### config.mk
export PLATFORM = sky130hd
export DESIGN_NAME = drrip_ctrl
export DESIGN_NICKNAME = d
export VERILOG_FILES = /design/src/hw/rtl/drrip_pkg.sv /design/src/hw/rtl/drrip_ctrl.sv
export SDC_FILE = /design/constraint.sdc
export NUM_CORES = 1
export LEC_CHECK = 0
export ABC_AREA = 1
export BUFFER_PORTS_ARGS = -buffer_cell sky130_fd_sc_hd__buf_2
export CAP_MARGIN = 20
export CORE_AREA = 2 2 39 41
export DETAILED_ROUTE_END_ITERATION = 10
export DIE_AREA = 0 0 41 43
export GPL_ROUTABILITY_DRIVEN = 0
export PLACE_DENSITY = 0.49
export SETUP_SLACK_MARGIN = 0.3
export SLEW_MARGIN = 10
export SYNTH_ARGS = -nofsm -noshare
export SYNTH_HDL_FRONTEND = slang
export SYNTH_SLANG_ARGS = --single-unit
### constraint.sdc
create_clock -name clk -period 1.2 [get_ports clk]
set_input_delay 0.12 -clock clk [delete_from_list [all_inputs] [get_ports clk]]
set_output_delay 0.12 -clock clk [all_outputs]
set_load 0.01 [all_outputs]
### src/hw/rtl/drrip_pkg.sv
// ----------------------------------------------------------------------------
// DRRIP replacement package
// Field widths, reset values, codes and the command and status words that
// pass between the replacement controller and its datapath.
// ----------------------------------------------------------------------------
package drrip_pkg;

    localparam int SET_IN_W   = 11;
    localparam int WAY_IN_W   = 4;
    localparam int MASK_W     = 16;
    localparam int SEL_W      = 10;
    localparam int SHIFT_W    = 5;
    localparam int COUNT_W    = 20;
    localparam int CAUSE_W    = 2;
    localparam int CTR_W      = 2;
    localparam int CFG_IDX_W  = 1;
    localparam int CFG_DATA_W = 10;

    localparam logic [CTR_W-1:0]   RR_MAX      = 2'd3;
    localparam logic [CTR_W-1:0]   RR_INIT     = 2'd2;
    localparam logic [CTR_W-1:0]   RR_INS_NEAR = 2'd2;
    localparam logic [CTR_W-1:0]   DEAD_SAT    = 2'd3;
    localparam logic [SEL_W-1:0]   SEL_MAX     = 10'd1023;
    localparam logic [SEL_W-1:0]   SEL_RESET   = 10'd512;
    localparam logic [SEL_W-1:0]   MID_RESET   = 10'd512;
    localparam logic [SHIFT_W-1:0] SHIFT_RESET = 5'd12;

    localparam logic MODE_VICTIM = 1'b0;
    localparam logic MODE_UPDATE = 1'b1;

    localparam logic [CAUSE_W-1:0] CAUSE_INVALID = 2'd0;
    localparam logic [CAUSE_W-1:0] CAUSE_DEAD    = 2'd1;
    localparam logic [CAUSE_W-1:0] CAUSE_REREF   = 2'd2;

    localparam logic [CFG_IDX_W-1:0] CFG_DECAY_SHIFT = 1'd0;
    localparam logic [CFG_IDX_W-1:0] CFG_SEL_MID     = 1'd1;

    typedef struct packed {
        logic load;
        logic clr_wr;
        logic swp_rd;
        logic swp_wr;
        logic row_rd;
        logic commit;
        logic cnt_inc;
        logic cnt_clr;
    } drrip_cmd_t;

    typedef struct packed {
        logic decay_due;
        logic cnt_last;
        logic out_free;
    } drrip_status_t;

endpackage

### src/hw/rtl/drrip_ctrl.sv
// ----------------------------------------------------------------------------
// DRRIP controller
// State machine that sequences the clearing pass, the decay sweep and the
// read, wait and execute steps of each input word.
// ----------------------------------------------------------------------------
module drrip_ctrl
    import drrip_pkg::*;
(
    input  logic          clk,
    input  logic          rst_n,
    input  logic          in_valid,
    output logic          in_stall,
    input  drrip_status_t status,
    output drrip_cmd_t    cmd
);

    localparam logic [2:0] ST_CLEAR    = 3'd0;
    localparam logic [2:0] ST_IDLE     = 3'd1;
    localparam logic [2:0] ST_SWEEP_RD = 3'd2;
    localparam logic [2:0] ST_SWEEP_WR = 3'd3;
    localparam logic [2:0] ST_READ     = 3'd4;
    localparam logic [2:0] ST_WAIT     = 3'd5;
    localparam logic [2:0] ST_EXEC     = 3'd6;

    logic [2:0] state_reg;
    logic [2:0] state_next;

    always_ff @(posedge clk or negedge rst_n)
    begin
        if (!rst_n)
        begin
            state_reg <= ST_CLEAR;
        end
        else
        begin
            state_reg <= state_next;
        end
    end

    always_comb
    begin
        state_next = state_reg;
        cmd        = '0;
        in_stall   = 1'b1;
        case (state_reg)
            ST_CLEAR:
            begin
                cmd.clr_wr = 1'b1;
                if (status.cnt_last)
                begin
                    cmd.cnt_clr = 1'b1;
                    state_next  = ST_IDLE;
                end
                else
                begin
                    cmd.cnt_inc = 1'b1;
                end
            end
            ST_IDLE:
            begin
                in_stall = 1'b0;
                if (in_valid)
                begin
                    cmd.load   = 1'b1;
                    state_next = status.decay_due ? ST_SWEEP_RD : ST_READ;
                end
            end
            ST_SWEEP_RD:
            begin
                cmd.swp_rd = 1'b1;
                state_next = ST_SWEEP_WR;
            end
            ST_SWEEP_WR:
            begin
                cmd.swp_wr = 1'b1;
                if (status.cnt_last)
                begin
                    cmd.cnt_clr = 1'b1;
                    state_next  = ST_READ;
                end
                else
                begin
                    cmd.cnt_inc = 1'b1;
                    state_next  = ST_SWEEP_RD;
                end
            end
            ST_READ:
            begin
                cmd.row_rd = 1'b1;
                state_next = ST_WAIT;
            end
            ST_WAIT:
            begin
                state_next = ST_EXEC;
            end
            ST_EXEC:
            begin
                if (status.out_free)
                begin
                    cmd.commit = 1'b1;
                    state_next = ST_IDLE;
                end
            end
            default:
            begin
                state_next = ST_IDLE;
            end
        endcase
    end

    a_exec_holds: assert property (@(posedge clk) disable iff (!rst_n)
        (state_reg == ST_EXEC && !status.out_free) |=> state_reg == ST_EXEC)
        else $error("result was dropped while the output word was held");

    a_decay_first: assert property (@(posedge clk) disable iff (!rst_n)
        (state_reg == ST_IDLE && in_valid && status.decay_due)
        |=> state_reg == ST_SWEEP_RD)
        else $error("decay sweep did not start ahead of the update");

endmodule

==> results.txt, run 1 <==
The run finished, with violations left. The final reports fail on setup timing. The global routing stage identified its most utilized layer as met2. For this run, the top clock speed supported by timing is 750 MHz. The initial antenna violation count came out at 0.

The data required time at the worst endpoint is 1.08 ns. The relative slew slack came out at 85.7%. The global-route congestion overflow total is 0. The area of the core came out at 1380 um^2. The worst setup path is captured at an output port.

The sum of net half-perimeters after detailed placement came out at 627 um. The number of cells in the finished layout apart from fillers came out at 93. The worst path setup slack after routing came out at -0.134 ns.

The clock transition at the registers of the reported paths is around 0.040 ns. The net switching component of the power came out at approximately 0.85 mW. The final hold violation count was 0. The average size of a mapped cell came out at 6.73 um^2. Cells with a size suffix above 1 make up 72.7% of the layout.

The routed design has 981 um of wire. The number of violations reported at the end of detailed-routing iteration 0 is 5. The class of the tightest hold or removal check is input pin to async pin. The shortest period the worst path allows came out at 1.33 ns. The count of different cell masters after synthesis came out at 20. The clock drives 3 sinks. The summed instance area of the synthesized netlist came out at 323 um^2. The maximum root-to-sink buffer count is 2. The power after layout came out at 1.80 mW. The first-pass iteration count of the detailed router came out at 4. CTS placed an instance of clkbuf_4 at the clock tree root. By area the synthesized netlist is led by dfrtp_1, inv_1, nand2_1. For met1 alone, demand over resource in global routing was 18.1%.

The area enclosed by the die boundary came out at 1760 um^2. In this design, the stage delay of the slowest critical-path cell is about 0.47 ns. The count of buffers added on input and output ports is 14. The clock latency of the later-clocked register in the worst-skew pair is between 0.2 and 0.25 ns. For this design the top-level I/O count stands at 15. At the end of the flow the core is filled with cells to a little under half. The register bit total from synthesis came out at 3.

TritonCTS built the clock tree. The worst setup path is of the flop to output port kind. The worst endpoint data arrival time is 1.21 ns. The max-capacitance violation count is 0. The maximum ir drop on the vdd rail came out at ~1.4 mV. The library cell used most frequently in the layout, excluding fill and tap cells, is buf_2. The routed layout has roughly 420 vias. The via count of the first global-routing pass came out at 412.

The switching part of the total came out at a little under half. The number of filler instances in the final layout came out at 142. Along the worst path, the maximum fanout reaches 6. For this configuration, the core starts out at a cell density of 23.3%. After detailed routing, the average wire length per cell comes to 10.5 um. The y dimension of the die came out at 43 um. The routing usage on met3 is roughly 4.2%.

The met2 routing resource usage after global routing is 20.6%. The total DRC errors in the routed layout is 0. The clock network power share is 10.0%. The internal portion of the total power is 0.949 mW.

Synthesis produced a netlist with a net count of 55. The sequential area share after synthesis came out at 23.3%. The slew of the pin with the lowest slew margin is 0.214 ns. The total number of yosys warnings is 0. The first global-routing pass estimated 1690 um of wire. The x dimension of the die came out at between 40 and 50 um. In the layout the commonest cells are buf_2, buf_4, inv_1, buf_6. The antenna diode count came out at 0. Sequential cells account for 16.3% of the total power. The number of clock buffers inserted by TritonCTS is 3. Setup repair after global routing could not meet its margin everywhere. The combinational cell fraction of total power is ~74%. The number of nets still failing antenna checks after routing came out at 0. The largest net degree at the start of global routing came out at 7.

The synthesized design spends more area on one cell type than any other, namely dfrtp_1. The final setup violation count came out at 10. For the final routed database, the setup TNS stands at -0.746 ns.

Walking the worst path, the cells encountered are buf_6 -> nor3_4 -> buf_2. The H-tree depth came out at 1. The power per cell area came out at between 2000 and 3000 nW/um^2. After synthesis, the largest area contributor takes up 23.3% of total cell area. The worst setup path is launched from a flop. The register with the most flip-flops in the layout has 3 of them. The synthesized instance count is 48.

The leakage power summed over all cells is between 0.3 and 0.4 nW. The number of nets at the end of the flow came out at 85. The number of max-slew violations in the final report is 0. The final setup skew came out at approximately 0.0021 ns. The part of the cycle the worst path needs came out at 111%. The synthesis-to-layout area growth is 99.2%. Among all stages on the critical path, the largest delay is contributed by dfrtp_2. The count of placed standard cells including taps is 78.

The overall global routing resource usage is 14.2%. Row generation in the floorplan step produced 14 rows. In the routed layout, each cell is associated on average with a via count of around 4.5.
## final cells by class
cell class	count	area (um^2)	share of cell area (%)
multi-input combinational	34	287	44.6
timing repair buffer	26	186	29.0
sequential	3	78.8	12.3
inverter	10	45.0	7.00
clock buffer	4	26.3	4.09
tap	16	20.0	3.11
## cells by family (layout without fill, tap and decap cells)
logic type / after synthesis / after routing / share of synthesized area, %
simple gates: 28 / 28 / 50.8
buf+inv: 11 / 40 / 14.0
compound gates: 5 / 5 / 8.14
flops: 3 / 3 / 23.3
fa+ha+maj: 1 / 1 / 3.88
## through the flow
step / setup WS (ns) / instance area [um^2] / hold WS, ns
2_1_floorplan: 0.166 / 359 / -0.176
3_3_place_gp: 0.0624 / 445 / -0.0809
3_5_place_dp: 0.0541 / 445 / -0.0832
4_1_cts: -0.117 / 621 / 0.211
5_1_grt: -0.180 / 643 / 0.212
6_report: -0.134 / 643 / 0.215
## cells in the mapped netlist, drive strengths merged
cell type / number
nand2: 10
ha: 1
a21oi: 1
nand4: 1
a31oi: 1
o21ai: 3
inv: 10
dfrtp: 3
buf: 1
nor3: 3
nand3: 6
nor2: 8
## critical path, delay by kind of cell (launching register included)
family        cells  cell delay [ns]
buf+inv           2             0.32
flops             1             0.47
simple gates      1             0.18
## power by group through the flow
stage | combinational (mW) | sequential (mW) | clock [mW]
after floorplan | 0.654 | 0.219 | 0
after CTS | 1.20 | 0.291 | 0.187
after global routing | 1.45 | 0.305 | 0.198
final | 1.33 | 0.293 | 0.180
after global placement | 0.806 | 0.279 | 0
after detailed placement | 0.795 | 0.276 | 0
## path summary, 6_finish.rpt
| check | depth (start not counted) | slack [ns] | endpoint | start |
|---|---|---|---|---|
| min in group clk | 4 | 0.26 | state_reg[0] | in_valid |
| worst max register to register | 6 | -0.06 | state_reg[2] | state_reg[1] |
| worst min register to register | 5 | 0.82 | state_reg[1] | state_reg[2] |
| max in group asynchronous | 2 | 0.87 | state_reg[2] | rst_n |
| worst min-delay path | 2 | 0.22 | state_reg[1] | rst_n |
| worst max-delay path | 3 | -0.13 | cmd[5] | state_reg[0] |
## metal layers
layer	wire, um	up-vias	part of all wire (%)
li1	-	217	-
met1	420	183	43
met2	493	15	50
met3	67	0	6.8
met4	0	0	0
met5	0	-	0
## timing repair
action / 4_1_cts / 5_1_grt
hold buffers: 1 / 0
pin swaps: 6 / 3
endpoints found under the hold margin: 3 / 0
gates resized for setup: 15 / 5
setup buffers: 10 / 0
endpoints found under the setup margin: 12 / 12
gates cloned: 0 / 0
No activity file was read; power rests on OpenSTA's default activity.
==> run 2: changes to the inputs <==
--- a/config.mk
+++ b/config.mk
@@ -12,6 +12,7 @@
 export DETAILED_ROUTE_END_ITERATION = 10
 export DIE_AREA = 0 0 41 43
 export GPL_ROUTABILITY_DRIVEN = 0
+export GPL_TIMING_DRIVEN = 0
 export PLACE_DENSITY = 0.49
 export SETUP_SLACK_MARGIN = 0.3
 export SLEW_MARGIN = 10
==> run 2 against run 1 <==
Net effect: the run still ends with setup timing left; via count shrank 2.2%; setup slack worse by 0.039 ns; die area did not move; non-clock buffer count up 1; core utilization decreased by 0.090 points; largest power group unchanged.
==> results.txt, run 2 (synthesized netlist as in run 1, its figures left out) <==
The kind of critical path is flop to output port (unchanged). The pre-CTS worst setup slack is 0.0644 ns (was 0.0541 ns). The relative slew slack is 86.2% (was 85.7%).

The cell with the largest stage delay on the worst path is dfrtp_2 (unchanged). The H-tree depth is 1 (unchanged). The flip-flop count of the largest register after layout was 3 (unchanged).

The number of clock buffers inserted by TritonCTS is 3 (unchanged). The worst path setup slack after routing is -0.173 ns (was -0.134 ns). The end of the worst hold path is state_reg[2].

The family of cells with the greatest summed delay on the critical path is flip-flops (unchanged). The largest net degree at the start of global routing is 8 (was 7). The max-capacitance violation count is 0 (unchanged). The maximum ir drop on the vdd rail is 1.28 mV (was 1.43 mV). The average vias per placed instance is 4.32 (was 4.46).

The total DRC errors in the routed layout came out at 0 (unchanged). The worst endpoint data arrival time came out at 1.25 ns (was 1.21 ns). The maximum fanout count along the critical path came out at 4 (was 6). The via count of the first global-routing pass is 355 (was 412). The data required time at the worst endpoint is 1.08 ns (about the same). The reg-to-reg critical path startpoint is state_reg[1] (unchanged). The capturing element type of the critical path is an output port (unchanged). The synthesis-to-layout area growth is 98.8% (was 99.2%). The number of max-slew violations in the final report is 0 (unchanged). Setup repair after global routing missed its margin: yes (unchanged). The global-route wire length before repair came out at 1370 um (was 1690 um). The number of cell rows was 14 (unchanged). The overall global routing resource usage is 11.7% (was 14.2%). The part of the cycle the worst path needs is 114% (was 111%). The area enclosed by the die boundary is 1760 um^2 (unchanged). The sum of net half-perimeters after detailed placement was 637 um (was 627 um). The depth of the most critical reg-to-reg path was 8 (was 6). The number of instances on the worst hold path came out at 4. The buffering stage count on the worst path with inverters included is 2 (unchanged). The first-pass iteration count of the detailed router was 2 (was 4). The number of nets at the end of the flow was 86 (was 85). The final setup skew is 0.000292 ns (was 0.00211 ns).

The upper clock frequency limit came to 728 MHz (was 750 MHz). Violated checks: setup timing (unchanged). The logic depth of the worst path, buffers included was 5 (was 3). The largest stage delay on the critical path was 0.45 ns (was 0.47 ns).

The maximum root-to-sink buffer count is 2 (unchanged). The CTS tree was yes (unchanged). The initial antenna violation count is 0 (unchanged). The shortest period the worst path allows is 1.37 ns (was 1.33 ns). The global-route congestion overflow total came out at 0 (unchanged). The startpoint identified for the worst hold timing path is status[0]. Most frequent cells in the layout: buf_2, buf_4, buf_6 (was buf_2, buf_4, inv_1, buf_6). Outcome: finished, violations left (unchanged).

The clock transition at the registers of the reported paths came to 0.04 ns (about the same). The routed via count is 406 (was 415). The clock sink count came out at 3 (unchanged).

The power per cell area came out at 2810 nW/um^2 (was 2800 nW/um^2). The slew of the pin with the lowest slew margin was 0.207 ns (was 0.214 ns). The end of the worst register-to-register path is state_reg[1] (was state_reg[2]).

The x dimension of the die came out at 41 um (unchanged). The share of cells above drive strength 1 is 71.8% (was 72.7%). The final routed wirelength across all metal layers came out at 966 um (was 981 um). The antenna diode count is 0 (unchanged). The most common cell after layout, fill and taps aside is buf_2 (unchanged). The number of filler instances in the final layout was 154 (was 142). The count of input and output buffers came to 14 (unchanged). The area after detailed placement came to 449 um^2 (was 445 um^2).

The clock latency of the later-clocked register in the worst-skew pair came out at 0.23 ns (about the same). The y dimension of the die came out at 43 um (unchanged). The count of boundary I/O pins is 15 (unchanged).

The final setup violation count is 11 (was 10). The area of the core is 1380 um^2 (unchanged). The post-layout instance area is 642 um^2 (was 643 um^2). The sort of element at the start of the critical path is a flop (unchanged). The register-to-register setup slack is -0.06 ns (about the same). The leakage power summed over all cells came out at 0.337 nW (was 0.323 nW). The average wire per standard cell is 10.3 um (was 10.5 um). The number of violations reported at the end of detailed-routing iteration 0 came out at 3 (was 5).

The initial core utilization came out at 23.3% (unchanged). The clock tree root buffer cell was clkbuf_4 (unchanged). List of cells traversed by the critical path: buf_12 -> nor2_4 -> nand2_2 -> a21oi_2 -> buf_2 (was buf_6 -> nor3_4 -> buf_2).

The class of the tightest hold or removal check is input pin to flop (was input pin to async pin). The number of nets still failing antenna checks after routing came out at 0 (unchanged). The final hold violation count came to 0 (unchanged).
-- run 2: final cells by class --
| type | instances | area (um^2) | area share (%) |
|---|---|---|---|
| Sequential cell | 3 | 77.6 | 12.1 |
| Tap cell | 16 | 20.0 | 3.12 |
| Buffer | 1 | 11.3 | 1.75 |
| Inverter | 10 | 45.0 | 7.02 |
| Timing Repair Buffer | 26 | 201 | 31.4 |
| Multi-Input combinational cell | 34 | 260 | 40.5 |
| Clock buffer | 4 | 26.3 | 4.09 |
-- run 2: worst max-delay path by stage --
| stage | from | slack (ns) | to |
|---|---|---|---|
| 6_report | state_reg[1] | -0.17 | cmd[0] |
| 5_1_grt | state_reg[1] | -0.21 | cmd[0] |
| 4_1_cts | state_reg[1] | -0.13 | cmd[0] |
| 3_5_place_dp | state_reg[1] | 0.06 | state_reg[1] |
| 3_3_place_gp | state_reg[1] | 0.07 | cmd[0] |
| 2_1_floorplan | state_reg[0] | 0.17 | state_reg[1] |
-- run 2: worst register-to-register path: cells and delay by family (launching register included) --
kind                   cells  cell delay (ns)
buffers and inverters      2             0.29
flip-flops                 1             0.45
AND/OR/NAND/NOR            6             0.41
-- run 2: metal layers --
layer | vias to the layer above | share of wire, % | track usage [%] | wire [um]
met5 | - | 0 | 0 | 0
met4 | 0 | 0 | 8.00 | 0
met3 | 0 | 4.7 | 3.14 | 45
met2 | 9 | 53 | 17.2 | 508
met1 | 183 | 43 | 14.1 | 412
li1 | 214 | - | - | -
-- run 2: timing repair --
action / 4_1_cts / 5_1_grt
hold endpoints to repair: 3 / 0
hold buffers: 1 / 0
gates cloned: 0 / 0
resized for setup: 9 / 8
pin swaps: 5 / 6
buffers inserted: 7 / 4
setup endpoints to repair: 12 / 12
-- run 2: power breakdown --
group	internal [mW]	leakage (nW)	total, mW	switching, mW
registers	0.153	0.0357	0.227	0.0749
clock network	0.124	0.0150	0.175	0.0505
logic	0.720	0.286	1.40	0.680
total	0.997	0.337	1.80	0.805
-- run 2: metrics by stage --
stage                     util (%)  hold WS, ns  total power [mW]  setup TNS, ns  cells
after floorplan                  -       -0.176             0.873              0     48
after global placement        32.5      -0.0841              1.09              0     78
after detailed placement      32.5      -0.0835              1.10              0     78
after CTS                     41.4        0.200              1.57         -0.745     90
after global routing          46.4        0.212              1.94          -1.49     94
final                         46.4        0.202              1.80         -0.823     94
==> run 3: changes to the inputs <==
--- a/config.mk
+++ b/config.mk
@@ -8,12 +8,13 @@
 export ABC_AREA = 1
 export BUFFER_PORTS_ARGS = -buffer_cell sky130_fd_sc_hd__buf_2
 export CAP_MARGIN = 20
-export CORE_AREA = 2 2 39 41
+export CORE_AREA = 10 10 47 49
 export DETAILED_ROUTE_END_ITERATION = 10
-export DIE_AREA = 0 0 41 43
+export DIE_AREA = 0 0 57 59
 export GPL_ROUTABILITY_DRIVEN = 0
 export GPL_TIMING_DRIVEN = 0
 export PLACE_DENSITY = 0.49
+export REMOVE_ABC_BUFFERS = 1
 export SETUP_SLACK_MARGIN = 0.3
 export SLEW_MARGIN = 10
 export SYNTH_ARGS = -nofsm -noshare
==> run 3 against run 2 <==
Net effect: the flow still finishes with violations (setup timing); largest cell class unchanged; flip-flop and latch count unchanged; non-clock buffer count grew 3; final area decreased by 0.39%; combinational power decreased by 9%.
==> results.txt, run 3 (synthesized netlist as in run 1, its figures left out) <==
The maximum fanout count along the critical path is 5 (was 4). The initial antenna violation count is 0 (unchanged). The initial core utilization came out at 23.0% (was 23.3%). The number of violations reported at the end of detailed-routing iteration 0 came out at 2 (was 3). The sort of element at the start of the critical path was a flop (unchanged). The worst slack on hold paths came out at 0.246 ns (was 0.202 ns). Most frequent cells in the layout: buf_2, buf_4, inv_1, nand2_2 (was buf_2, buf_4, buf_6). The clock transition at the registers of the reported paths was 0.04 ns (about the same).

The worst path setup slack after routing came to -0.108 ns (was -0.173 ns). The antenna diode count is 0 (unchanged). The CTS tree is yes (unchanged). The class of the tightest hold or removal check was input pin to flop (unchanged). The flip-flop count of the largest register after layout came to 3 (unchanged). The final routed wirelength across all metal layers came out at 1120 um (was 966 um). The number of nets still failing antenna checks after routing is 0 (unchanged). The worst endpoint data arrival time came out at 1.19 ns (was 1.25 ns). The clock sink count came out at 3 (unchanged). The routed via count came to 420 (was 406).

The area after detailed placement is 405 um^2 (was 449 um^2). The clock latency of the later-clocked register in the worst-skew pair was 0.23 ns (about the same). Setup repair after global routing missed its margin: yes (unchanged). The total DRC errors in the routed layout came out at 0 (unchanged).

Outcome: finished, violations left (unchanged). The number of filler instances in the final layout is 147 (was 154). The sum of net half-perimeters after detailed placement came out at 722 um (was 637 um). The count of boundary I/O pins is 15 (unchanged). The number of clock buffers inserted by TritonCTS was 3 (unchanged). The x dimension of the die is 57 um (was 41 um). The average wire per standard cell came out at 11.6 um (was 10.3 um). The post-layout instance area came out at 639 um^2 (was 642 um^2). The final setup violation count is 10 (was 11). The max-capacitance violation count is 0 (unchanged). The global-route wire length before repair is 1570 um (was 1370 um). The number of max-slew violations in the final report is 0 (unchanged). The y dimension of the die came out at 59 um (was 43 um). The H-tree depth came out at 1 (unchanged). The share of cells above drive strength 1 was 72.8% (was 71.8%). The number of nets at the end of the flow came out at 89 (was 86).

The power per cell area came to 2690 nW/um^2 (was 2810 nW/um^2). The leakage power summed over all cells came to 0.351 nW (was 0.337 nW). The synthesis-to-layout area growth was 98.1% (was 98.8%). The final setup skew is 0.00300 ns (was 0.000292 ns). The count of input and output buffers is 14 (unchanged). The maximum root-to-sink buffer count came out at 2 (unchanged). The overall global routing resource usage came out at 5.58% (was 11.7%). The slew of the pin with the lowest slew margin came to 0.186 ns (was 0.207 ns).

The via count of the first global-routing pass came to 397 (was 355). The area of the core came out at 1400 um^2 (was 1380 um^2). The maximum ir drop on the vdd rail is 1.07 mV (was 1.28 mV). The pre-CTS worst setup slack is -0.00302 ns (was 0.0644 ns). The most common cell after layout, fill and taps aside is buf_2 (unchanged). The largest net degree at the start of global routing is 8 (unchanged). The shortest period the worst path allows came out at 1.31 ns (was 1.37 ns). The data required time at the worst endpoint came out at 1.08 ns (about the same).

The kind of critical path was flop to output port (unchanged). The final hold violation count is 0 (unchanged). The part of the cycle the worst path needs is 109% (was 114%).

The first-pass iteration count of the detailed router is 2 (unchanged). The clock tree root buffer cell is clkbuf_4 (unchanged). The area enclosed by the die boundary is 3360 um^2 (was 1760 um^2). The relative slew slack is 87.5% (was 86.2%). Violated checks: setup timing (unchanged). The upper clock frequency limit came to 764 MHz (was 728 MHz). The global-route congestion overflow total is 0 (unchanged).

The average vias per placed instance came out at 4.33 (was 4.32). The capturing element type of the critical path is an output port (unchanged). The number of cell rows is 14 (unchanged).
-- run 3: cell types whose count changed in the layout (fill, tap and decap cells not counted), sizes merged --
cell	previous run	this run
inv	10	9
clkinv	0	1
buf	26	29
-- run 3: report_power, final --
group          switching (mW)  total [mW]  internal, mW
registers               0.113       0.270         0.156
clock network          0.0528       0.177         0.125
logic                   0.645        1.27         0.628
total                   0.812        1.72         0.909
-- run 3: metal layers --
metal	vias to the layer above	wire [um]	GRT usage, %
met2	11	595	8.06
met4	0	0	1.01
li1	219	-	-
met1	190	460	7.02
met5	-	0	0
met3	0	68	3.22
-- run 3: repair_timing --
item                       in CTS  in global routing
setup buffers                   7                  8
hold endpoints to repair        3                  0
setup endpoints to repair      12                 12
resized for setup               9                 15
pin swaps                       4                  4
hold buffers                    1                  0
-- run 3: final cells by class --
type                    instances  area, um^2  area share (%)
clock buffers                   4        26.3            4.11
inverters                      10        42.5            6.65
multi-input cells              34         262            40.9
flip-flops and latches          3        78.8            12.3
well taps                      16        20.0            3.13
repair buffers                 30         210            32.9
-- run 3: critical path, stage by stage (launching register included) --
cell     delay (ns)
dfrtp_2        0.46
buf_4          0.17
nor3_4         0.16
buf_2          0.16
-- run 3: final timing paths --
path | startpoint | endpoint | slack (ns) | cells past startpoint
worst max register to register | state_reg[1] | state_reg[2] | -0.07 | 6
worst max-delay path | state_reg[1] | cmd[3] | -0.11 | 3
worst min-delay path | in_valid | state_reg[0] | 0.25 | 4
min in group asynchronous | rst_n | state_reg[0] | 0.26 | 2
max in group asynchronous | rst_n | state_reg[2] | 0.82 | 2
worst min register to register | state_reg[2] | state_reg[0] | 0.79 | 3
-- run 3: stage by stage --
stage,power (mW),std cells,TNS (ns),util [%]
floorplan,0.740,47,0,-
global placement,0.961,77,-0.0155,28.9
detailed placement,0.967,77,-0.00302,28.9
CTS,1.43,89,-0.689,37.1
global route,1.87,97,-1.34,45.6
finish,1.72,97,-0.658,45.6
