File: config.mk
export PLATFORM = sky130hd
export DESIGN_NAME = drrip_datapath
export DESIGN_NICKNAME = d
export VERILOG_FILES = /design/src/hw/rtl/drrip_pkg.sv /design/src/hw/rtl/drrip_datapath.sv
export SDC_FILE = /design/constraint.sdc
export NUM_CORES = 1
export LEC_CHECK = 0
export BUFFER_PORTS_ARGS = -buffer_cell sky130_fd_sc_hd__buf_2
export CAP_MARGIN = 20
export CORE_ASPECT_RATIO = 1.1
export CORE_MARGIN = 2
export CORE_UTILIZATION = 45
export DETAILED_ROUTE_END_ITERATION = 7
export MAX_ROUTING_LAYER = met4
export PLACE_DENSITY = 0.74
export SYNTH_ARGS = -nofsm -noshare
export SYNTH_HDL_FRONTEND = slang
export SYNTH_SLANG_ARGS = --single-unit
File: constraint.sdc
create_clock -name clk -period 6.05 [get_ports clk]
set_input_delay 0.605 -clock clk [delete_from_list [all_inputs] [get_ports clk]]
set_output_delay 0.605 -clock clk [all_outputs]
set_load 0.01 [all_outputs]
File: src/hw/rtl/drrip_pkg.sv
// ----------------------------------------------------------------------------
// DRRIP replacement package
// Field widths, reset values, codes and the command and status words that
// pass between the replacement controller and its datapath.
// ----------------------------------------------------------------------------
package drrip_pkg;

    localparam int SET_IN_W   = 11;
    localparam int WAY_IN_W   = 4;
    localparam int MASK_W     = 16;
    localparam int SEL_W      = 10;
    localparam int SHIFT_W    = 5;
    localparam int COUNT_W    = 20;
    localparam int CAUSE_W    = 2;
    localparam int CTR_W      = 2;
    localparam int CFG_IDX_W  = 1;
    localparam int CFG_DATA_W = 10;

    localparam logic [CTR_W-1:0]   RR_MAX      = 2'd3;
    localparam logic [CTR_W-1:0]   RR_INIT     = 2'd2;
    localparam logic [CTR_W-1:0]   RR_INS_NEAR = 2'd2;
    localparam logic [CTR_W-1:0]   DEAD_SAT    = 2'd3;
    localparam logic [SEL_W-1:0]   SEL_MAX     = 10'd1023;
    localparam logic [SEL_W-1:0]   SEL_RESET   = 10'd512;
    localparam logic [SEL_W-1:0]   MID_RESET   = 10'd512;
    localparam logic [SHIFT_W-1:0] SHIFT_RESET = 5'd12;

    localparam logic MODE_VICTIM = 1'b0;
    localparam logic MODE_UPDATE = 1'b1;

    localparam logic [CAUSE_W-1:0] CAUSE_INVALID = 2'd0;
    localparam logic [CAUSE_W-1:0] CAUSE_DEAD    = 2'd1;
    localparam logic [CAUSE_W-1:0] CAUSE_REREF   = 2'd2;

    localparam logic [CFG_IDX_W-1:0] CFG_DECAY_SHIFT = 1'd0;
    localparam logic [CFG_IDX_W-1:0] CFG_SEL_MID     = 1'd1;

    typedef struct packed {
        logic load;
        logic clr_wr;
        logic swp_rd;
        logic swp_wr;
        logic row_rd;
        logic commit;
        logic cnt_inc;
        logic cnt_clr;
    } drrip_cmd_t;

    typedef struct packed {
        logic decay_due;
        logic cnt_last;
        logic out_free;
    } drrip_status_t;

endpackage

File: src/hw/rtl/drrip_datapath.sv
// ----------------------------------------------------------------------------
// DRRIP datapath
// Configuration, selector and update counter, row memory access, victim
// search, line update, decay of dead counters and the output register.
// ----------------------------------------------------------------------------
module drrip_datapath
    import drrip_pkg::*;
#(
    parameter int NUM_SETS       = 2048,
    parameter int NUM_WAYS       = 16,
    parameter int LEADER_MODULUS = 32
) (
    input  logic                          clk,
    input  logic                          rst_n,
    input  drrip_cmd_t                    cmd,
    output drrip_status_t                 status,
    input  logic                          cfg_we,
    input  logic [CFG_IDX_W-1:0]          cfg_index,
    input  logic [CFG_DATA_W-1:0]         cfg_data,
    input  logic                          mode,
    input  logic [SET_IN_W-1:0]           set_index,
    input  logic [WAY_IN_W-1:0]           way_index,
    input  logic                          was_hit,
    input  logic [MASK_W-1:0]             valid_mask,
    input  logic                          out_stall,
    output logic                          out_valid,
    output logic [WAY_IN_W-1:0]           victim_way,
    output logic [CAUSE_W-1:0]            victim_cause,
    output logic [SEL_W-1:0]              selector_level,
    output logic                          rr_we,
    output logic                          rr_re,
    output logic [$clog2(NUM_SETS)-1:0]   rr_waddr,
    output logic [$clog2(NUM_SETS)-1:0]   rr_raddr,
    output logic [2*NUM_WAYS-1:0]         rr_wdata,
    input  logic [2*NUM_WAYS-1:0]         rr_rdata,
    output logic                          dd_we,
    output logic                          dd_re,
    output logic [$clog2(NUM_SETS)-1:0]   dd_waddr,
    output logic [$clog2(NUM_SETS)-1:0]   dd_raddr,
    output logic [2*NUM_WAYS-1:0]         dd_wdata,
    input  logic [2*NUM_WAYS-1:0]         dd_rdata
);

    localparam int SET_W      = $clog2(NUM_SETS);
    localparam int WAY_W      = $clog2(NUM_WAYS);
    localparam int ROW_W      = 2 * NUM_WAYS;
    localparam int MASK_EXT_W = (NUM_WAYS > MASK_W) ? NUM_WAYS : MASK_W;
    localparam longint unsigned RECIP_WIDE = (64'd1 << 32) / 64'(LEADER_MODULUS);
    localparam logic [31:0] RECIP = 32'(RECIP_WIDE);
    localparam logic [ROW_W-1:0] REREF_INIT = {NUM_WAYS{RR_INIT}};

    function automatic logic [SET_W-1:0] set_mod(input logic [SET_IN_W-1:0] s);
        logic [SET_IN_W-1:0] r;
        r = s;
        for (int k = 4; k >= 0; k--)
        begin
            if (32'(r) >= (32'(NUM_SETS) << k))
            begin
                r = SET_IN_W'(32'(r) - (32'(NUM_SETS) << k));
            end
        end
        return SET_W'(r);
    endfunction

    function automatic logic [WAY_W-1:0] way_mod(input logic [WAY_IN_W-1:0] w);
        logic [WAY_IN_W-1:0] r;
        r = w;
        for (int k = 2; k >= 0; k--)
        begin
            if (32'(r) >= (32'(NUM_WAYS) << k))
            begin
                r = WAY_IN_W'(32'(r) - (32'(NUM_WAYS) << k));
            end
        end
        return WAY_W'(r);
    endfunction

    function automatic logic [WAY_W-1:0] first_one(input logic [NUM_WAYS-1:0] v);
        logic [WAY_W-1:0] idx;
        idx = '0;
        for (int w = NUM_WAYS - 1; w >= 0; w--)
        begin
            if (v[w])
            begin
                idx = WAY_W'(w);
            end
        end
        return idx;
    endfunction

    logic [SHIFT_W-1:0]    decay_shift_reg;
    logic [SEL_W-1:0]      sel_mid_reg;
    logic [SEL_W-1:0]      sel_reg;
    logic [SEL_W-1:0]      sel_next;
    logic [COUNT_W-1:0]    count_reg;
    logic [COUNT_W-1:0]    count_next;
    logic                  mode_reg;
    logic [SET_W-1:0]      set_reg;
    logic [WAY_W-1:0]      way_reg;
    logic                  hit_reg;
    logic [MASK_W-1:0]     mask_reg;
    logic [SET_W-1:0]      cnt_reg;
    logic [SET_W+31:0]     prod_reg;
    logic [SET_W-1:0]      ql_reg;
    logic                  out_valid_reg;
    logic                  out_valid_next;
    logic [WAY_IN_W-1:0]   victim_way_reg;
    logic [CAUSE_W-1:0]    victim_cause_reg;
    logic [SEL_W-1:0]      sel_level_reg;

    logic [SHIFT_W-1:0]    shift_eff;
    logic [COUNT_W-1:0]    decay_mask;
    logic [SET_W-1:0]      q_est;
    logic [SET_W-1:0]      rem_raw;
    logic [SET_W-1:0]      rem;
    logic                  is_srrip;
    logic                  is_brrip;
    logic [MASK_EXT_W-1:0] mask_ext;
    logic [NUM_WAYS-1:0]   inv_vec;
    logic [NUM_WAYS-1:0]   dead_vec;
    logic [NUM_WAYS-1:0]   top_vec;
    logic [NUM_WAYS-1:0]   has3;
    logic [NUM_WAYS-1:0]   has2;
    logic [NUM_WAYS-1:0]   has1;
    logic [CTR_W-1:0]      top;
    logic [CTR_W-1:0]      age_step;
    logic [ROW_W-1:0]      rr_aged_row;
    logic [ROW_W-1:0]      rr_upd_row;
    logic [ROW_W-1:0]      dd_upd_row;
    logic [ROW_W-1:0]      dd_decayed_row;
    logic [CTR_W-1:0]      dead_old;
    logic [CTR_W-1:0]      dead_new;
    logic [CTR_W-1:0]      ins;
    logic [WAY_W-1:0]      vic_way;
    logic [CAUSE_W-1:0]    vic_cause;
    logic                  is_update;

    assign is_update = (mode_reg == MODE_UPDATE);

    // Decay trigger for the update word now at the input.
    always_comb
    begin
        shift_eff  = (decay_shift_reg > SHIFT_W'(COUNT_W)) ? SHIFT_W'(COUNT_W)
                                                           : decay_shift_reg;
        decay_mask = COUNT_W'(((COUNT_W + 1)'(1) << shift_eff) - (COUNT_W + 1)'(1));
        count_next = count_reg + COUNT_W'(1);
    end

    assign status.decay_due = (mode == MODE_UPDATE) && ((count_next & decay_mask) == '0);
    assign status.cnt_last  = (cnt_reg == SET_W'(NUM_SETS - 1));
    assign status.out_free  = !out_valid_reg || !out_stall;

    // Leader group: set modulo the leader modulus by reciprocal multiply.
    assign q_est   = prod_reg[SET_W+31:32];
    assign rem_raw = set_reg - ql_reg;
    assign rem     = (32'(rem_raw) >= 32'(LEADER_MODULUS))
                     ? SET_W'(32'(rem_raw) - 32'(LEADER_MODULUS)) : rem_raw;
    assign is_srrip = (rem == '0);
    assign is_brrip = (rem == SET_W'(1));

    // Victim search over the row read from memory.
    always_comb
    begin
        mask_ext               = '1;
        mask_ext[MASK_W-1:0]   = mask_reg;
        for (int w = 0; w < NUM_WAYS; w++)
        begin
            inv_vec[w]  = ~mask_ext[w];
            dead_vec[w] = (dd_rdata[2*w +: 2] == DEAD_SAT);
            has3[w]     = (rr_rdata[2*w +: 2] == 2'd3);
            has2[w]     = (rr_rdata[2*w +: 2] == 2'd2);
            has1[w]     = (rr_rdata[2*w +: 2] == 2'd1);
        end
        if (|has3)
        begin
            top = 2'd3;
        end
        else if (|has2)
        begin
            top = 2'd2;
        end
        else if (|has1)
        begin
            top = 2'd1;
        end
        else
        begin
            top = 2'd0;
        end
        age_step = RR_MAX - top;
        for (int w = 0; w < NUM_WAYS; w++)
        begin
            top_vec[w]            = (rr_rdata[2*w +: 2] == top);
            rr_aged_row[2*w +: 2] = rr_rdata[2*w +: 2] + age_step;
        end
        if (|inv_vec)
        begin
            vic_way   = first_one(inv_vec);
            vic_cause = CAUSE_INVALID;
        end
        else if (|dead_vec)
        begin
            vic_way   = first_one(dead_vec);
            vic_cause = CAUSE_DEAD;
        end
        else
        begin
            vic_way   = first_one(top_vec);
            vic_cause = CAUSE_REREF;
        end
    end

    // Line update, insertion value and selector movement.
    always_comb
    begin
        dead_old = '0;
        for (int w = 0; w < NUM_WAYS; w++)
        begin
            if (way_reg == WAY_W'(w))
            begin
                dead_old = dd_rdata[2*w +: 2];
            end
        end
        if (hit_reg)
        begin
            dead_new = '0;
        end
        else if (dead_old == DEAD_SAT)
        begin
            dead_new = DEAD_SAT;
        end
        else
        begin
            dead_new = dead_old + CTR_W'(1);
        end
        if (is_srrip)
        begin
            ins = RR_INS_NEAR;
        end
        else if (is_brrip)
        begin
            ins = RR_MAX;
        end
        else
        begin
            ins = (sel_reg >= sel_mid_reg) ? RR_INS_NEAR : RR_MAX;
        end
        if (dead_new == DEAD_SAT)
        begin
            ins = RR_MAX;
        end
        rr_upd_row = rr_rdata;
        dd_upd_row = dd_rdata;
        for (int w = 0; w < NUM_WAYS; w++)
        begin
            if (way_reg == WAY_W'(w))
            begin
                rr_upd_row[2*w +: 2] = ins;
                dd_upd_row[2*w +: 2] = dead_new;
            end
            dd_decayed_row[2*w +: 2] = (dd_rdata[2*w +: 2] != '0)
                                       ? dd_rdata[2*w +: 2] - CTR_W'(1) : '0;
        end
        sel_next = sel_reg;
        if (!hit_reg)
        begin
            if (is_srrip && sel_reg != SEL_MAX)
            begin
                sel_next = sel_reg + SEL_W'(1);
            end
            else if (is_brrip && sel_reg != '0)
            begin
                sel_next = sel_reg - SEL_W'(1);
            end
        end
    end

    // Memory ports.
    assign rr_raddr = set_reg;
    assign dd_raddr = cmd.swp_rd ? cnt_reg : set_reg;
    assign rr_waddr = cmd.clr_wr ? cnt_reg : set_reg;
    assign dd_waddr = (cmd.clr_wr || cmd.swp_wr) ? cnt_reg : set_reg;
    assign rr_re    = cmd.row_rd;
    assign dd_re    = cmd.row_rd || cmd.swp_rd;
    assign rr_we    = cmd.clr_wr
                      || (cmd.commit && (is_update || vic_cause == CAUSE_REREF));
    assign dd_we    = cmd.clr_wr || cmd.swp_wr || (cmd.commit && is_update);
    assign rr_wdata = cmd.clr_wr ? REREF_INIT : (is_update ? rr_upd_row : rr_aged_row);
    assign dd_wdata = cmd.clr_wr ? '0 : (cmd.swp_wr ? dd_decayed_row : dd_upd_row);

    assign out_valid_next = cmd.commit || (out_valid_reg && out_stall);

    always_ff @(posedge clk or negedge rst_n)
    begin
        if (!rst_n)
        begin
            decay_shift_reg <= SHIFT_RESET;
            sel_mid_reg     <= MID_RESET;
            sel_reg         <= SEL_RESET;
            count_reg       <= '0;
            cnt_reg         <= '0;
            out_valid_reg   <= 1'b0;
            mode_reg        <= MODE_VICTIM;
        end
        else
        begin
            if (cfg_we && cfg_index == CFG_DECAY_SHIFT)
            begin
                decay_shift_reg <= cfg_data[SHIFT_W-1:0];
            end
            if (cfg_we && cfg_index == CFG_SEL_MID)
            begin
                sel_mid_reg <= cfg_data[SEL_W-1:0];
            end
            if (cmd.load)
            begin
                mode_reg <= mode;
                if (mode == MODE_UPDATE)
                begin
                    count_reg <= count_next;
                end
            end
            if (cmd.cnt_clr)
            begin
                cnt_reg <= '0;
            end
            else if (cmd.cnt_inc)
            begin
                cnt_reg <= cnt_reg + SET_W'(1);
            end
            if (cmd.commit && is_update)
            begin
                sel_reg <= sel_next;
            end
            out_valid_reg <= out_valid_next;
        end
    end

    always_ff @(posedge clk)
    begin
        if (cmd.load)
        begin
            set_reg  <= set_mod(set_index);
            way_reg  <= way_mod(way_index);
            hit_reg  <= was_hit;
            mask_reg <= valid_mask;
        end
        prod_reg <= (SET_W + 32)'(set_reg) * (SET_W + 32)'(RECIP);
        ql_reg   <= SET_W'((SET_W + 11)'(q_est) * (SET_W + 11)'(LEADER_MODULUS));
        if (cmd.commit)
        begin
            if (is_update)
            begin
                victim_way_reg   <= '0;
                victim_cause_reg <= CAUSE_INVALID;
                sel_level_reg    <= sel_next;
            end
            else
            begin
                victim_way_reg   <= WAY_IN_W'(vic_way);
                victim_cause_reg <= vic_cause;
                sel_level_reg    <= sel_reg;
            end
        end
    end

    assign out_valid      = out_valid_reg;
    assign victim_way     = victim_way_reg;
    assign victim_cause   = victim_cause_reg;
    assign selector_level = sel_level_reg;

    a_commit_free: assert property (@(posedge clk) disable iff (!rst_n)
        cmd.commit |-> status.out_free)
        else $error("result written over an untaken output word");

    a_commit_shows: assert property (@(posedge clk) disable iff (!rst_n)
        cmd.commit |=> out_valid_reg)
        else $error("committed result not presented");

    a_sel_at_commit: assert property (@(posedge clk) disable iff (!rst_n)
        !cmd.commit |=> $stable(sel_reg))
        else $error("selector moved outside an update");

endmodule

==> impl_metrics.csv, run 1 <==
group,metric,value,unit
critical_path,reg2regPathDepth,14,
timing,setup-violations-final,0,
logic_synthesis,synth_top_area_share,14.78,%
logic_synthesis,synth_top_family_by_area,"compound AO/OA/AOI/OAI gates",
global_routing,grt_usage,29.57,%
critical_path,worstPathRequired,5.44,ns
logic_synthesis,synth_fp_nets,1309,
layout,stdcell_area,11820,um^2
pwr,p_seq_share,36.5,%
pwr,p_leak,5.124,nW
pwr,p_int,1.882,mW
logic_synthesis,syn_area,9749,um^2
pwr,p_per_area,231.8,nW/um^2
cts,ctsHoldBuffers,0,
floorplan,io_pins,252,
timing,rsz0062_at_grt,"no",
cts,clk_latency,0.41,ns
global_routing,grt_pass1_wl,50.87,mm
layout,syn_to_final_growth,21.20,%
place,dpl.cell_count,1639,
pwr,ir_drop,0.1914,mV
layout,largest_reg_flops,20,
critical_path,critPathKind,"flop to primary output",
layout,finalNonFillerCells,1672,
logic_synthesis,synth-adder-area-share,4.954,%
pwr,combPwrFrac,25.3,%
critical_path,max_stage_delay,0.51,ns
worst_hold_path,hp-class,"flop to flop",
cts,cts_tree,"yes",
global_routing,grt_pass1_vias,9148,
layout,drive_above_1_share,26.07,%
logic_synthesis,synth.area.mux_share,7.713,%
critical_path,crit_path_top_delay_cell,"a2111oi_0",
cts,cts.sinks,118,
pwr,switching_share,31.28,%
logic_synthesis,synth_most_common_cell,"o21ai_0",
layout,num-fill-cells,2041,
logic_synthesis,postSynth.asyncResetShare,49.15,%
layout,multiInputGateArea,6073,um^2
logic_synthesis,synth_edf_count,48,
critical_path,cp-startpoint,"rr_raddr[5]",
floorplan,initial_core_util,45.77,%
cts,clockBufferDepth,2,
layout,final_nets,1526,
routing,vias,9898,
timing,max_freq,201.8,MHz
timing,clock_skew,0.008077,ns
pwr,clockPowerShare,38.2,%
place,portBuffers,251,
routing,ant_nets,0,
floorplan,core,21300,um^2
logic_synthesis,synth_commonest_cells,"91 x o21ai_0, 88 x nand2_1, 76 x nor2_1",
flow_run,drv_cap,0,
critical_path,crit_top_cell,"inv_1",
floorplan,die_area,22860,um^2
cts,path_clk_slew,0.06,ns
place,gp_congestion,1.028,
logic_synthesis,synth_top_area_cell,"edfxtp_1",
logic_synthesis,synthXorXnorAreaFrac,6.199,%
routing,wl,33.17,mm
floorplan,die_h,158.4,um
routing,wl_per_cell,19.84,um
routing,drc_errors,0,
logic_synthesis,yosysWarnings,0,
timing,holdWs,0.3214,ns
cts,ctsResizeCount,0,
timing,fin_crit_sh,81.89,%
layout,seqCellArea,3139,um^2
logic_synthesis,synthSimpleGateAreaFrac,20.52,%
layout,utilization,55.47,%
pwr,switchingPower,0.8568,mW
timing,max_slew.worst_pin.slew,0.9438,ns
critical_path,r2r-end,"selector_level[7]",
cts,cts_root_buf,"clkbuf_16",
logic_synthesis,synth-compound-area-share,22.91,%
timing,period_minus_slack,4.954,ns
timing,slew_violations,0,
timing,tns,0,ns
place,dpl_cell_area,11200,um^2
logic_synthesis,ys_top_cells_by_area,"edfxtp_1 15%, dfrtp_1 14%, mux2_2 5.2%",
cts,ctsHtreeMaxLevel,4,
critical_path,setup.worst_path.start_class,"flop",
cts,cts_setup_buffers,0,
place,dp_hpwl,25.33,mm
logic_synthesis,ys_seq_elements,118,
place,pre_cts_slack,1.470,ns
routing,drt-vias-per-instance,5.920,
critical_path,worstPathCellList,"inv_1 -> ha_1 -> inv_1 -> fa_1 -> inv_1 -> ha_1 -> nor2b_1 -> a21oi_1 -> a2111oi_0 -> o211ai_1 -> o211ai_1 -> a211oi_2 -> buf_4 -> a2111oi_0 -> buf_2",
global_routing,grt_max_degree,72,
routing,drtPass1Iterations,5,
cts,tritoncts.num_buffers,17,
critical_path,worstReg2RegStart,"rr_raddr[5]",
logic_synthesis,synth.yosys.seq_area_share,32.19,%
timing,slew_headroom,36.50,%
floorplan,chipWidth,144.3,um
critical_path,r2r_slack,1.96,ns
pwr,power.total,2.739,mW
routing,drt_iter0_drc,829,
logic_synthesis,synth_area_per_cell,8.470,um^2
logic_synthesis,syn_inst,1151,
critical_path,crit_fanout,16,
logic_synthesis,synthDistinctLibCells,73,
logic_synthesis,synth_ff_type,"dfrtp_1",
global_routing,grt_remaining_overflow,0,
global_routing,antenna_found_initial,1,
floorplan,rows,56,
critical_path,crit_arrival,4.35,ns
critical_path,cp-end-kind,"primary output",
timing,fin_ws,1.096,ns
outcome,status,"complete, no violations",
critical_path,crit_path_end,"rr_wdata[24]",
timing,hold_viol,0,
## cell families after synthesis
family | after synthesis
compound gates | 333
flops | 118
simple gates | 389
buf+inv | 137
fa+ha+maj | 38
mux | 67
xor+xnor | 69
## cells in the final DEF (no fill, tap or decap), types with 6 or more instances in the layout
cell / instances
o21ai_0: 91
buf_4: 14
and3_1: 10
or3_1: 10
xnor2_1: 44
a311o_1: 10
o32ai_1: 7
mux2_2: 45
nand2b_1: 41
and2_1: 9
a21oi_1: 56
o211ai_1: 12
mux2i_1: 20
nand3b_1: 7
ha_1: 37
a31oi_1: 15
nand4_1: 17
nor4_1: 8
dfrtp_1: 53
a22oi_1: 13
nor2b_1: 26
inv_1: 70
buf_2: 251
dfxtp_1: 12
a211oi_1: 10
nor3b_1: 18
nor3_1: 32
edfxtp_1: 48
clkbuf_16: 17
nand3_1: 34
nor2_1: 76
a2bb2oi_1: 17
o2111ai_1: 6
nand2_1: 88
o22ai_1: 28
xor2_1: 25
a221oi_1: 12
## area by class of cell
cell class                 count  area share (%)
clock buffer                  19           3.664
sequential                   118           26.57
multi-input combinational    896           51.40
inverter                      70           2.224
clock inverter                13           1.535
timing repair buffer         265           11.52
tap                          290           3.071
antenna                        1         0.02118
## critical path, delay by kind of cell (launching register included)
| kind | cells | cell delay (ns) |
|---|---|---|
| and+or+nand+nor | 1 | 0.16 |
| DFF | 1 | 0.41 |
| AOI/OAI and AO/OA | 6 | 1.80 |
| buffers and inverters | 5 | 0.66 |
| adders and majority gates | 3 | 0.91 |
## worst min path at each step
stage / startpoint / endpoint / cells after the start
after floorplan: rst_n / cnt_reg[0] / 0
after global placement: prod_reg[37] / ql_reg[10] / 0
after detailed placement: prod_reg[34] / ql_reg[7] / 0
after CTS: prod_reg[34] / ql_reg[7] / 0
after global routing: prod_reg[35] / ql_reg[8] / 0
final: prod_reg[34] / ql_reg[7] / 0
## metal layers
metal / vias up / part of all wire (%) / track usage [%]
met1: 4671 / 40 / 35.75
met3: 62 / 7.1 / 4.361
met5: - / 0 / -
met2: 469 / 49 / 50.49
li1: 4696 / - / -
met4: 0 / 3.3 / 10.49
## power groups by stage
| stage | sequential [mW] | clock, mW | combinational (mW) |
|---|---|---|---|
| after floorplan | 0.967 | 0 | 0.461 |
| after global placement | 1.01 | 0 | 0.674 |
| after detailed placement | 1.01 | 0 | 0.685 |
| after CTS | 0.999 | 1.06 | 0.688 |
| after global routing | 1.01 | 1.10 | 0.763 |
| final | 1.00 | 1.05 | 0.693 |
No activity file was read; power rests on OpenSTA's default activity.
==> run 2: changes to the inputs <==
clock period = 5 ns   (was 6.05 ns; I/O delays follow)
==> impl_metrics.csv, run 2 (same netlist as run 1, synthesis figures left out) <==
group,metric,value,unit
cts,tritoncts.num_buffers,17,
timing,clock_skew,0.01073,ns
global_routing,grt_pass1_wl,50.80,mm
critical_path,critPathTopFamily,"compound AO/OA/AOI/OAI gates",
critical_path,cp-end-kind,"primary output",
routing,drt_iter0_drc,695,
layout,finalNonFillerCells,1678,
timing,slew_headroom,48.58,%
global_routing,grt_max_degree,73,
layout,largest_reg_flops,20,
timing,period_minus_slack,4.470,ns
global_routing,antenna_found_initial,2,
place,dpl_cell_area,11230,um^2
layout,final_cell_mix,"251 x buf_2, 91 x o21ai_0, 88 x nand2_1, 76 x nor2_1, 70 x inv_1",
routing,drc_errors,0,
cts,path_clk_slew,0.06,ns
floorplan,rows,56,
timing,max_slew.worst_pin.slew,0.7713,ns
place,gp_congestion,1.004,
timing,setup-violations-final,0,
place,dp_hpwl,25.98,mm
pwr,ir_drop,0.2359,mV
routing,drtPass1Iterations,5,
cts,clk_latency,0.42,ns
layout,final_common_cell,"buf_2",
timing,rsz0062_at_grt,"no",
floorplan,die_h,158.4,um
layout,stdcell_area,11820,um^2
critical_path,crit_arrival,3.97,ns
critical_path,crit_fanout,16,
layout,drive_above_1_share,26.55,%
layout,syn_to_final_growth,21.28,%
cts,ctsResizeCount,0,
pwr,power.total,3.252,mW
place,dpl.cell_count,1643,
timing,fin_crit_sh,89.40,%
timing,slew_violations,0,
flow_run,drv_cap,0,
cts,clockBufferDepth,2,
floorplan,io_pins,252,
worst_hold_path,hp-class,"primary input to async pin",
cts,cts_root_buf,"clkbuf_16",
critical_path,critPathKind,"flop to primary output",
layout,final_nets,1531,
critical_path,setup.worst_path.start_class,"flop",
pwr,p_per_area,275.0,nW/um^2
routing,wl_per_cell,19.95,um
floorplan,initial_core_util,45.77,%
critical_path,worstPathCellList,"inv_1 -> ha_1 -> inv_1 -> fa_1 -> inv_1 -> ha_1 -> nor2b_1 -> a21oi_1 -> a2111oi_0 -> o211ai_1 -> o211ai_1 -> a211oi_2 -> buf_4 -> a2111oi_0 -> buf_2",
floorplan,core,21300,um^2
routing,vias,10080,
critical_path,worstPathRequired,4.50,ns
critical_path,max_stage_delay,0.48,ns
timing,tns,0,ns
floorplan,die_area,22860,um^2
global_routing,grt_usage,29.76,%
cts,ctsHtreeMaxLevel,4,
place,portBuffers,251,
routing,drt-vias-per-instance,6.008,
global_routing,grt_remaining_overflow,0,
critical_path,crit_path_top_delay_cell,"fa_1",
cts,cts.sinks,118,
critical_path,critPathBufInv,5,
floorplan,chipWidth,144.3,um
routing,ant_nets,0,
outcome,status,"complete, no violations",
critical_path,crit_top_cell,"inv_1",
cts,cts_tree,"yes",
routing,wl,33.48,mm
pwr,p_leak,5.121,nW
cts,ctsHoldBuffers,0,
layout,num-fill-cells,2055,
timing,max_freq,223.7,MHz
global_routing,grt_pass1_vias,9294,
timing,hold_viol,0,
-- run 2: changes by cell type in the layout (fill, tap and decap cells not counted), sizes merged --
cell / before / now
inv: 70 / 72
diode: 1 / 2
buf: 265 / 270
clkinvlp: 1 / 5
bufinv: 4 / 2
clkinv: 8 / 6
clkbuf: 19 / 17
-- run 2: area by class of cell --
type                       instances  area, um^2  share of cell area [%]
multi-input combinational        896        6073                   51.37
sequential                       118        3139                   26.55
timing repair buffer             270        1399                   11.83
clock buffer                      17       425.4                   3.598
tap                              290       362.8                   3.069
inverter                          70       262.8                   2.222
clock inverter                    15       156.4                   1.323
antenna                            2       5.005                 0.04233
-- run 2: path summary, 6_finish.rpt --
kind / startpoint / cells after the start / slack (ns) / end
setup / recovery: rr_raddr[5] / 15 / 0.53 / rr_wdata[24]
hold / removal: rst_n / 2 / 0.24 / out_valid
setup reg to reg: rr_raddr[5] / 15 / 1.02 / selector_level[7]
hold reg to reg: prod_reg[34] / 0 / 0.32 / ql_reg[7]
max in group asynchronous: rst_n / 2 / 4.21 / is_update
min in group clk: set_index[9] / 1 / 0.26 / rr_raddr[9]
-- run 2: repair_timing --
item                                   CTS  global route
setup buffers                            0             1
setup endpoints to repair                0            16
endpoints found under the hold margin    0             0
-- run 2: where the power goes --
group / switching, mW / internal (mW) / leakage [nW] / total [mW]
clock: 0.466 / 0.734 / 0.272 / 1.20
sequential: 0.105 / 1.10 / 1.32 / 1.20
combinational: 0.500 / 0.349 / 3.53 / 0.849
total: 1.07 / 2.18 / 5.12 / 3.25
-- run 2: per-layer routing --
layer | vias up | global-route usage (%) | wire length (um)
met5 | - | - | 0
met4 | 0 | 14.61 | 1536
met3 | 77 | 4.241 | 2665
met2 | 494 | 48.54 | 15890
met1 | 4789 | 36.31 | 13390
li1 | 4722 | - | -
-- run 2: stage by stage --
stage / util, % / worst slack, ns / hold slack, ns
after global placement: 52.72 / 0.7823 / 0.3098
after CTS: 55.45 / 0.2447 / 0.2474
after floorplan: - / 1.006 / 0.2044
after global routing: 55.51 / 0.08231 / 0.2457
final: 55.51 / 0.5298 / 0.2364
after detailed placement: 52.72 / 0.6906 / 0.3121
==> run 3: changes to the inputs <==
ABC_AREA = 0   (was unset)
CELL_PAD_IN_SITES_DETAIL_PLACEMENT = 1   (was unset)
CELL_PAD_IN_SITES_GLOBAL_PLACEMENT = 1   (was unset)
CORE_UTILIZATION = 40   (was 45)
PLACE_DENSITY = 0.86   (was 0.74)
==> impl_metrics.csv, run 3 (same netlist as run 1, synthesis figures left out) <==
group,metric,value,unit
layout,final_nets,1532,
layout,largest_reg_flops,20,
critical_path,r2r_slack,0.82,ns
layout,final_common_cell,"buf_2",
floorplan,die_h,167.7,um
routing,wl,37.18,mm
floorplan,core,23770,um^2
timing,clock_skew,0.01179,ns
cts,ctsHoldBuffers,0,
global_routing,antenna_found_initial,1,
layout,num-fill-cells,2874,
timing,period_minus_slack,4.596,ns
routing,vias,10250,
timing,rsz0062_at_grt,"no",
global_routing,grt_usage,29.51,%
routing,top_layer_used,"met4",
pwr,power.total,3.295,mW
pwr,ir_drop,0.2300,mV
layout,utilization,49.82,%
timing,tns,0,ns
critical_path,r2r-end,"selector_level[5]",
cts,path_clk_slew,0.05,ns
timing,max_freq,217.6,MHz
routing,drc_errors,0,
place,dpl_cell_area,11250,um^2
timing,fin_ws,0.4041,ns
layout,drive_above_1_share,26.24,%
cts,clockBufferDepth,2,
global_routing,grt_remaining_overflow,0,
critical_path,worstReg2RegStart,"rr_raddr[5]",
timing,setup-violations-final,0,
routing,met1_length,14.79,mm
floorplan,rows,59,
place,dpl.cell_count,1658,
cts,cts_root_buf,"clkbuf_16",
pwr,p_per_area,278.3,nW/um^2
critical_path,setup.worst_path.start_class,"flop",
floorplan,initial_core_util,41.01,%
cts,clk_latency,0.41,ns
cts,cts.sinks,118,
routing,drtPass1Iterations,5,
place,portBuffers,251,
flow_run,drv_cap,0,
outcome,status,"complete, no violations",
timing,holdWs,0.2684,ns
place,gp_congestion,0.9609,
routing,dr_wl_met2,18.78,mm
layout,final_cell_mix,"251 x buf_2, 91 x o21ai_0, 88 x nand2_1, 76 x nor2_1, 70 x inv_1",
cts,tritoncts.num_buffers,17,
cts,cts_tree,"yes",
timing,slew_violations,0,
timing,slew_headroom,32.72,%
floorplan,die_area,25640,um^2
global_routing,grt_pass1_vias,10680,
routing,wl_per_cell,21.96,um
cts,ctsHtreeMaxLevel,4,
critical_path,crit_fanout,16,
timing,max_slew.worst_pin.slew,1.001,ns
routing,drt_iter0_drc,587,
routing,wl_met3,2.112,mm
place,dp_hpwl,28.50,mm
timing,hold_viol,0,
critical_path,worstPathRequired,4.50,ns
pwr,p_leak,5.131,nW
routing,ant_nets,0,
critical_path,reg2regPathDepth,16,
global_routing,grt_pass1_wl,58.96,mm
layout,finalNonFillerCells,1693,
place,pre_cts_slack,0.4773,ns
critical_path,cp-end-kind,"primary output",
worst_hold_path,hp-class,"primary input to async pin",
floorplan,chipWidth,152.9,um
critical_path,critPathKind,"flop to primary output",
floorplan,io_pins,252,
critical_path,crit_arrival,4.10,ns
routing,drt-vias-per-instance,6.057,
global_routing,grt_max_degree,72,
timing,fin_crit_sh,91.92,%
layout,stdcell_area,11840,um^2
layout,syn_to_final_growth,21.47,%
-- run 3: area by class of cell --
type | count | area [um^2] | share of cell area (%)
diodes | 1 | 2.502 | 0.02113
clock buffers | 21 | 440.4 | 3.719
clock inverters | 11 | 133.9 | 1.130
inverters | 70 | 262.8 | 2.219
multi-input cells | 896 | 6076 | 51.30
flip-flops and latches | 118 | 3139 | 26.51
well taps | 305 | 381.6 | 3.222
repair buffers | 271 | 1406 | 11.88
-- run 3: routing by layer --
layer,GRT usage [%],up-vias
met3,3.934,78
met5,-,-
met4,12.00,0
li1,-,4711
met2,51.51,417
met1,34.32,5048
-- run 3: how the worst max path moves through the flow --
| stage | to | cells past startpoint | startpoint |
|---|---|---|---|
| 4_1_cts | rr_wdata[22] | 15 | rr_raddr[5] |
| 3_3_place_gp | rr_wdata[24] | 15 | rr_raddr[5] |
| 3_5_place_dp | rr_wdata[22] | 15 | rr_raddr[5] |
| 6_report | rr_wdata[22] | 15 | rr_raddr[5] |
| 5_1_grt | rr_wdata[22] | 15 | rr_raddr[5] |
| 2_1_floorplan | victim_way[3] | 10 | rr_rdata[12] |
-- run 3: timing repair --
| action | CTS | global route |
|---|---|---|
| cloned | 0 | 0 |
| endpoints found under the hold margin | 0 | 0 |
| gates resized for setup | 0 | 2 |
| pin swaps | 1 | 1 |
| setup endpoints to repair | 1 | 1 |
| setup buffers | 1 | 1 |
-- run 3: critical path, cell delays in order, from the launching register on --
cell and delay (ns):
edfxtp_1 0.42, inv_1 0.12, ha_1 0.17, inv_1 0.06, fa_1 0.47, inv_1 0.05, ha_1 0.26, nor2b_1 0.18
nor2_1 0.07, a2111oi_1 0.43, o211ai_1 0.30, o211ai_1 0.20, a211oi_2 0.10, buf_4 0.24, a2111oi_1 0.41, buf_2 0.20
-- run 3: report_power, final --
part / internal, mW / switching [mW]
Clock: 0.777 / 0.431
Combinational: 0.352 / 0.527
Sequential: 1.10 / 0.110
